File: src/hw/rtl/lca_pkg.sv
// Shared types and codes for the LRU core allocator.
package lca_pkg;

    // Default core count and fixed field widths
    localparam int NUM_CORES_DEF = 4;
    localparam int CORE_W        = 2;
    localparam int OWNER_W       = 8;
    localparam int ADDR_W        = 3;
    localparam int WORD_W        = 32;
    localparam int MASK_W        = 4;
    localparam int STATUS_W      = 2;
    localparam int SPLIT_CORES   = 2;

    // Request codes
    localparam logic [1:0] REQ_ALLOC   = 2'd0;
    localparam logic [1:0] REQ_CLOSE   = 2'd1;
    localparam logic [1:0] REQ_RELEASE = 2'd2;

    // Status codes
    localparam logic [STATUS_W-1:0] ST_DONE     = 2'd0;
    localparam logic [STATUS_W-1:0] ST_NO_FREE  = 2'd1;
    localparam logic [STATUS_W-1:0] ST_NO_MATCH = 2'd2;

    // Command to one core cell
    typedef struct packed {
        logic               grant;
        logic               close_req;
        logic               rel_req;
        logic [OWNER_W-1:0] owner;
    } t_core_cmd;

    // Status from one core cell
    typedef struct packed {
        logic              in_use;
        logic              opened;
        logic              match;
        logic [WORD_W-1:0] cnt;
    } t_core_stat;

endpackage

File: src/hw/rtl/lca_rank_cell.sv
// One slot of the recency list; takes its right neighbor's entry on a shift.
module lca_rank_cell
    import lca_pkg::*;
#(
    parameter int IDX_W = 2,
    parameter logic [IDX_W-1:0] INIT = '0
) (
    input  logic             i_clk,
    input  logic             i_rst_n,
    input  logic             i_shift,
    input  logic [IDX_W-1:0] i_next,
    output logic [IDX_W-1:0] o_entry
);

    logic [IDX_W-1:0] r_entry;

    // Shift left toward the head when a grant removes this slot or an earlier one
    always_ff @(posedge i_clk) begin
        if (!i_rst_n) begin
            r_entry <= INIT;
        end else if (i_shift) begin
            r_entry <= i_next;
        end
    end

    assign o_entry = r_entry;

endmodule

File: src/hw/rtl/lca_core_cell.sv
// Per-core state: in-use bit, owner tag, open mark and grant counter.
module lca_core_cell
    import lca_pkg::*;
(
    input  logic       i_clk,
    input  logic       i_rst_n,
    input  t_core_cmd  i_cmd,
    output t_core_stat o_stat
);

    logic               r_in_use;
    logic               r_open;
    logic [OWNER_W-1:0] r_tag;
    logic [WORD_W-1:0]  r_cnt;
    logic               match;

    assign match = (r_tag == i_cmd.owner);

    // Apply grant, close or release to this core
    always_ff @(posedge i_clk) begin
        if (!i_rst_n) begin
            r_in_use <= 1'b0;
            r_open   <= 1'b0;
            r_tag    <= '0;
            r_cnt    <= '0;
        end else if (i_cmd.grant) begin
            r_in_use <= 1'b1;
            r_open   <= 1'b1;
            r_tag    <= i_cmd.owner;
            r_cnt    <= r_cnt + 1'b1;
        end else if (i_cmd.close_req && match) begin
            r_in_use <= 1'b0;
            r_open   <= 1'b0;
        end else if (i_cmd.rel_req && match) begin
            r_in_use <= 1'b0;
            r_tag    <= '0;
        end
    end

    assign o_stat.in_use = r_in_use;
    assign o_stat.opened = r_open;
    assign o_stat.match  = match;
    assign o_stat.cnt    = r_cnt;

endmodule

File: src/hw/rtl/lru_core_allocator_with_remap.sv
// Top level: request sequencer, recency chain, core cells and remap word.
//
// Allocates decoder cores to owners from a recency list. Pulse i_start while
// o_busy is low; the item is latched and o_busy rises. An allocate walks the
// recency chain one slot per cycle until it grants a free core or passes the
// last slot; close and release act in S_EXEC, release on all core cells at
// once and close on the named core only. o_done is high for exactly one cycle
// and cannot be stalled; the result ports hold their values until the next result.
// o_busy falls in the strobe cycle, so the next item may be started then.
// Write core_layout through i_cfg_we/i_cfg_wdata only while the block is idle.
module lru_core_allocator_with_remap
    import lca_pkg::*;
#(
    parameter int NUM_CORES = NUM_CORES_DEF
) (
    input  logic                i_clk,
    input  logic                i_rst_n,
    input  logic                i_start,
    output logic                o_busy,
    input  logic [1:0]          i_req_type,
    input  logic [OWNER_W-1:0]  i_owner,
    input  logic [CORE_W-1:0]   i_core,
    input  logic [ADDR_W-1:0]   i_read_addr_high,
    input  logic [ADDR_W-1:0]   i_write_addr_high,
    input  logic                i_cfg_we,
    input  logic                i_cfg_wdata,
    output logic                o_done,
    output logic [STATUS_W-1:0] o_status,
    output logic [CORE_W-1:0]   o_granted_core,
    output logic [WORD_W-1:0]   o_control_word,
    output logic [MASK_W-1:0]   o_reset_mask,
    output logic [MASK_W-1:0]   o_open_mask,
    output logic [WORD_W-1:0]   o_grant_count
);

    localparam int IDX_W = $clog2(NUM_CORES);
    localparam logic [IDX_W-1:0] LAST_POS = IDX_W'(NUM_CORES - 1);

    typedef enum logic [3:0] {
        S_IDLE = 4'b0001,
        S_SCAN = 4'b0010,
        S_EXEC = 4'b0100,
        S_FIN  = 4'b1000
    } t_state;

    t_state               r_state;
    logic                 r_layout;
    logic [1:0]           r_req;
    logic [OWNER_W-1:0]   r_owner;
    logic [CORE_W-1:0]    r_core;
    logic [ADDR_W-1:0]    r_rd;
    logic [ADDR_W-1:0]    r_wr;
    logic [IDX_W-1:0]     r_pos;
    logic [STATUS_W-1:0]  r_status;
    logic [CORE_W-1:0]    r_grant;
    logic [MASK_W-1:0]    r_rmask;
    logic [WORD_W-1:0]    r_gcount;
    logic [WORD_W-1:0]    r_remap;
    logic                 r_done;
    logic [STATUS_W-1:0]  r_o_status;
    logic [CORE_W-1:0]    r_o_grant;
    logic [WORD_W-1:0]    r_o_word;
    logic [MASK_W-1:0]    r_o_rmask;
    logic [MASK_W-1:0]    r_o_open;
    logic [WORD_W-1:0]    r_o_gcount;

    logic                 accept;
    logic [IDX_W-1:0]     rank_q   [NUM_CORES];
    t_core_cmd            core_cmd [NUM_CORES];
    t_core_stat           core_st  [NUM_CORES];
    logic [NUM_CORES-1:0] use_vec;
    logic [NUM_CORES-1:0] close_hit;
    logic [NUM_CORES-1:0] rel_hit;
    logic [MASK_W-1:0]    rmask_full;
    logic [MASK_W-1:0]    open_full;
    logic [IDX_W-1:0]     cur_entry;
    logic [CORE_W-1:0]    cur_core;
    logic [CORE_W:0]      act_cores;
    logic                 hit;
    logic                 owner_ok;
    logic [4:0]           sh_wr;
    logic [4:0]           sh_rd;
    logic [WORD_W-1:0]    n_remap;
    logic [STATUS_W-1:0]  n_exec_status;

    assign accept   = i_start && (r_state == S_IDLE);
    assign o_busy   = (r_state != S_IDLE);
    assign owner_ok = (r_owner != '0);

    // Examine the recency slot under the scan pointer
    assign cur_entry = rank_q[r_pos];
    assign cur_core  = CORE_W'(cur_entry);
    assign act_cores = (r_layout && (NUM_CORES > SPLIT_CORES))
                       ? (CORE_W+1)'(SPLIT_CORES) : (CORE_W+1)'(NUM_CORES);
    assign hit = (r_state == S_SCAN) && ({1'b0, cur_core} < act_cores)
                 && !use_vec[cur_entry];

    // Recency chain: slots at and after the granted one shift toward the head
    for (genvar i = 0; i < NUM_CORES; i++) begin : g_rank
        logic [IDX_W-1:0] next_entry;
        if (i < NUM_CORES - 1) begin : g_mid
            assign next_entry = rank_q[i+1];
        end else begin : g_tail
            assign next_entry = cur_entry;
        end
        lca_rank_cell #(
            .IDX_W (IDX_W),
            .INIT  (IDX_W'(i))
        ) u_rank (
            .i_clk   (i_clk),
            .i_rst_n (i_rst_n),
            .i_shift (hit && (IDX_W'(i) >= r_pos)),
            .i_next  (next_entry),
            .o_entry (rank_q[i])
        );
    end

    // Core cells with their commands
    for (genvar c = 0; c < NUM_CORES; c++) begin : g_core
        assign core_cmd[c].grant     = hit && (cur_entry == IDX_W'(c));
        assign core_cmd[c].close_req = (r_state == S_EXEC) && (r_req == REQ_CLOSE)
                                       && owner_ok && (r_core == CORE_W'(c));
        assign core_cmd[c].rel_req   = (r_state == S_EXEC) && (r_req == REQ_RELEASE)
                                       && owner_ok;
        assign core_cmd[c].owner     = r_owner;
        lca_core_cell u_core (
            .i_clk   (i_clk),
            .i_rst_n (i_rst_n),
            .i_cmd   (core_cmd[c]),
            .o_stat  (core_st[c])
        );
        assign use_vec[c]   = core_st[c].in_use;
        assign close_hit[c] = core_st[c].match && (r_core == CORE_W'(c));
        assign rel_hit[c]   = core_st[c].match;
    end

    // Widen per-core bits to the 4-bit result masks
    for (genvar m = 0; m < MASK_W; m++) begin : g_mask
        if (m < NUM_CORES) begin : g_live
            assign rmask_full[m] = core_st[m].match && core_st[m].in_use;
            assign open_full[m]  = core_st[m].opened;
        end else begin : g_none
            assign rmask_full[m] = 1'b0;
            assign open_full[m]  = 1'b0;
        end
    end

    // Status of a close or release
    always_comb begin
        n_exec_status = ST_NO_MATCH;
        if (owner_ok) begin
            if ((r_req == REQ_CLOSE) && (|close_hit)) begin
                n_exec_status = ST_DONE;
            end else if ((r_req == REQ_RELEASE) && (|rel_hit)) begin
                n_exec_status = ST_DONE;
            end
        end
    end

    // Place the address fields of the granted core in the remap word
    always_comb begin
        if (r_layout) begin
            sh_wr = {cur_core[0], 4'b0000};
        end else begin
            sh_wr = {cur_core, 3'b000};
        end
        sh_rd   = sh_wr + 5'd4;
        n_remap = r_remap & ~(WORD_W'(7) << sh_wr) & ~(WORD_W'(7) << sh_rd);
        n_remap = n_remap | (WORD_W'(r_rd) << sh_rd) | (WORD_W'(r_wr) << sh_wr);
    end

    // Configuration register
    always_ff @(posedge i_clk) begin
        if (!i_rst_n) begin
            r_layout <= 1'b0;
        end else if (i_cfg_we) begin
            r_layout <= i_cfg_wdata;
        end
    end

    // Sequencer
    always_ff @(posedge i_clk) begin
        if (!i_rst_n) begin
            r_state <= S_IDLE;
            r_remap <= '0;
            r_done  <= 1'b0;
            r_pos   <= '0;
        end else begin
            r_done <= 1'b0;
            case (r_state)
                S_IDLE: begin
                    if (accept) begin
                        r_req    <= i_req_type;
                        r_owner  <= i_owner;
                        r_core   <= i_core;
                        r_rd     <= i_read_addr_high;
                        r_wr     <= i_write_addr_high;
                        r_pos    <= '0;
                        r_grant  <= '0;
                        r_gcount <= '0;
                        r_rmask  <= '0;
                        if (i_req_type == REQ_ALLOC) begin
                            r_status <= ST_NO_FREE;
                            r_state  <= S_SCAN;
                        end else begin
                            r_state  <= S_EXEC;
                        end
                    end
                end
                S_SCAN: begin
                    if (hit) begin
                        r_status <= ST_DONE;
                        r_grant  <= cur_core;
                        r_gcount <= core_st[cur_entry].cnt + 1'b1;
                        r_remap  <= n_remap;
                        r_state  <= S_FIN;
                    end else if (r_pos == LAST_POS) begin
                        r_state  <= S_FIN;
                    end else begin
                        r_pos    <= r_pos + 1'b1;
                    end
                end
                S_EXEC: begin
                    r_status <= n_exec_status;
                    if ((r_req == REQ_RELEASE) && owner_ok) begin
                        r_rmask <= rmask_full;
                    end
                    r_state  <= S_FIN;
                end
                S_FIN: begin
                    r_done  <= 1'b1;
                    r_state <= S_IDLE;
                end
                default: begin
                    r_state <= S_IDLE;
                end
            endcase
        end
    end

    // Result registers, loaded once the state has settled
    always_ff @(posedge i_clk) begin
        if (r_state == S_FIN) begin
            r_o_status <= r_status;
            r_o_grant  <= r_grant;
            r_o_word   <= r_remap;
            r_o_rmask  <= r_rmask;
            r_o_open   <= open_full;
            r_o_gcount <= r_gcount;
        end
    end

    assign o_done         = r_done;
    assign o_status       = r_o_status;
    assign o_granted_core = r_o_grant;
    assign o_control_word = r_o_word;
    assign o_reset_mask   = r_o_rmask;
    assign o_open_mask    = r_o_open;
    assign o_grant_count  = r_o_gcount;

    // A result only follows a busy cycle
    a_done_after_busy: assert property (@(posedge i_clk) disable iff (!i_rst_n)
        o_done |-> $past(o_busy))
        else $error("result strobe without a pending item");

    // Failed requests carry no grant
    a_fail_no_grant: assert property (@(posedge i_clk) disable iff (!i_rst_n)
        (o_done && (o_status != ST_DONE)) |-> ((o_grant_count == '0)
        && (o_granted_core == '0) && (o_reset_mask == '0)))
        else $error("grant or reset reported on a failed request");

    // A grant marks its core open and counts at least once
    a_grant_open: assert property (@(posedge i_clk) disable iff (!i_rst_n)
        (o_done && (o_status == ST_DONE) && (o_grant_count != '0))
        |-> o_open_mask[o_granted_core])
        else $error("granted core not marked open");

endmodule

File: config.mk
export PLATFORM = sky130hd
export DESIGN_NAME = lru_core_allocator_with_remap
export DESIGN_NICKNAME = d
export VERILOG_FILES = /design/src/hw/rtl/lca_pkg.sv /design/src/hw/rtl/lca_rank_cell.sv /design/src/hw/rtl/lca_core_cell.sv /design/src/hw/rtl/lru_core_allocator_with_remap.sv
export SDC_FILE = /design/constraint.sdc
export NUM_CORES = 1
export LEC_CHECK = 0
export BUFFER_PORTS_ARGS = -buffer_cell sky130_fd_sc_hd__buf_2
export CAP_MARGIN = 10
export CORE_ASPECT_RATIO = 0.5
export CORE_MARGIN = 5
export CORE_UTILIZATION = 25
export DETAILED_ROUTE_END_ITERATION = 8
export SLEW_MARGIN = 40
export SYNTH_ARGS = -nofsm -noshare
export SYNTH_HDL_FRONTEND = slang
export SYNTH_SLANG_ARGS = --single-unit
File: constraint.sdc
create_clock -name i_clk -period 15.7 [get_ports i_clk]
set_input_delay 3.14 -clock i_clk [delete_from_list [all_inputs] [get_ports i_clk]]
set_output_delay 3.14 -clock i_clk [all_outputs]
set_load 0.05 [all_outputs]
==> metrics <==
DRC violations left=0; fin nets=1516; RSZ-0062 raised after global routing=false; Setup crit end kind=output pin; Max Slew Vio Count=0; largest net degree at the start of global routing=113; status=finished, final reports clean; worst-path maximum fanout=5; drt via density=4.36; Max-slew headroom=0.484; Crit path required time=12560 ps; ys async rst share=0; antenna violation net count after detailed routing=0; Worst-Margin Slew=775 ps; Worst Hold Margin=408 ps; max_cap viols=0; fin util=0.291; CTS tree=yes; layout cells sized above 1=0.136; Synth area leader=dfxtp_1; top post-synthesis cells by area=dfxtp_1 (27%), edfxtp_1 (25%), mux2i_1 (6.0%); Yosys reg bits=334; WP data arrival=1930 ps; dpl ws=10760 ps; total global routing track utilization=0.0981; Setup TNS=0 ps; first-pass GRT wire length=53.9 mm; horizontal die dimension=359 um; GPL Wtd Cong=0.804; hpwl dp=23.3 mm; routed vias=10.2k; Yosys Warn Count=0; Unique masters post-synth=65; initial antenna violation count=0; diode count=0; Setup Skew=24.3 ps; Post-synth EDFFs=126; Synth Instances=1409; Synth top area share=0.273; hold-fix buffers at CTS=0; register area share after synthesis=0.521; First-pass DRT Iterations=4; TritonCTS buffer count=36; Die Area=66300 um^2; Root Buffer=clkbuf_16; dpl cell area=16500 um^2; worst path cell trace=nor4b_1 -> inv_1 -> buf_2; First DRT Iteration DRCs=752; clk_lat worst skew=520 ps; vias in the first global route=9814; Post-synth top flop=dfxtp_1; Post-Syn Area=15300 um^2; CP delay by family, top=simple AND/OR/NAND/NOR gates; worst min path class=register to register; period utilization=0.323; Avg Inst Size Synth=10.8 um^2; Final setup viols=0; global route overflow=0; CTS H-tree lvls=2; Longest Clk Path Bufs=3; final worst slack=10630 ps; CP Class=register to output pin; min cycle time layout=5070 ps; PwrDens=101 nW/um^2; clock-pin slew on the worst setup and hold paths=60 ps; final non-filler cell area=17700 um^2; slowest cell delay on critical path=570 ps; post-cts resize count=0; most frequent cells in the layout=dfxtp_1 (208), edfxtp_1 (126), nand2_1 (115); starting density of the core=0.251; fmax=197 MHz; Setup Buffers After CTS=0; Max stage delay cell, worst path=nor4b_1; Die H=185 um; routed wire length=33.4 mm; static leakage=5.85 nW; commonest non-fill, non-tap cell in the layout=dfxtp_1; CTS Sinks=334; peak supply drop=57.4 uV; Avg WL per Cell=14.3 um; Core Box Area=60800 um^2; final hold vios=0; synth-to-layout area growth=15.9%; Setup crit start kind=register; Buffers on Ports=92; WP buf/inv=2; cell row count=64; number of top-level pins=101
[cells by family after synthesis]
group / count (synthesis) / share of synthesized area
simple gates: 573 / 0.213
other cells: 1 / 0.000246
mux: 108 / 0.0789
fa+ha+maj: 8 / 0.00656
compound gates: 144 / 0.0628
xor+xnor: 152 / 0.0873
flops: 334 / 0.521
buf+inv: 89 / 0.0305
[metal layers]
layer | vias to the layer above | wire length (um) | track usage
met4 | 0 | 411 | 0.0207
met3 | 29 | 948 | 0.0121
met1 | 4928 | 16700 | 0.138
li1 | 5105 | - | -
met2 | 138 | 15300 | 0.163
met5 | - | 0 | 0
[state kept, by name (all words and copies together), names as in the netlist, 8 cells and up]
name	flops
g_core.u_core.r_cnt	128
g_rank.u_rank.o_entry	8
o_grant_count	32
o_control_word	24
r_gcount	32
r_remap	24
r_owner	8
g_core.u_core.r_tag	32
[stage by stage]
step,power (W),instances
after floorplan,0.000968,1416
after global placement,0.000980,2270
after detailed placement,0.000982,2272
after CTS,0.00180,2337
after global routing,0.00184,2337
final,0.00178,2337
[cell usage after synthesis, types with 4 or more instances]
master,count
dfxtp_1,208
edfxtp_1,126
nand2_1,115
and2_1,104
mux2i_1,91
xnor2_1,91
nor2b_1,68
xor2_1,61
nor2_1,58
nand3_1,49
clkbuf_1,48
a21boi_0,45
nand4_1,43
o21ai_0,37
a22oi_1,32
or3_1,29
and3_1,28
nor3_1,17
inv_1,15
a21oi_1,11
buf_4,9
mux2i_2,9
nor4_1,9
ha_1,8
mux4_2,7
and4_1,6
buf_2,6
nand2b_1,6
a31oi_1,5
nor3b_1,5
or2_2,5
buf_6,4
nor4b_1,4
[path summary, 6_finish.rpt]
kind | startpoint | endpoint | slack, ps | cells past startpoint
hold / removal | r_gcount[30] | o_grant_count[30] | 410 | 0
setup reg to reg | r_pos[0] | g_core[2].u_core.r_cnt[27] | 11110 | 8
hold reg to reg | r_gcount[30] | o_grant_count[30] | 410 | 0
setup / recovery | r_state[0] | o_busy | 10630 | 3
[final cells by class]
type / instances / area [um^2]
Fill cell: 6264 / 43100
Multi-Input combinational cell: 993 / 6910
Clock buffer: 52 / 1040
Inverter: 15 / 56.3
Sequential cell: 334 / 7950
Clock inverter: 13 / 103
Tap cell: 825 / 1030
Timing Repair Buffer: 105 / 583
[power by group]
group          internal [W]  switching (W)  total (W)
clock network      0.000477       0.000336   0.000814
logic             0.0000154      0.0000308  0.0000463
registers          0.000908     0.00000895   0.000917
total               0.00140       0.000376    0.00178
(Power assumes the default switching activity.)
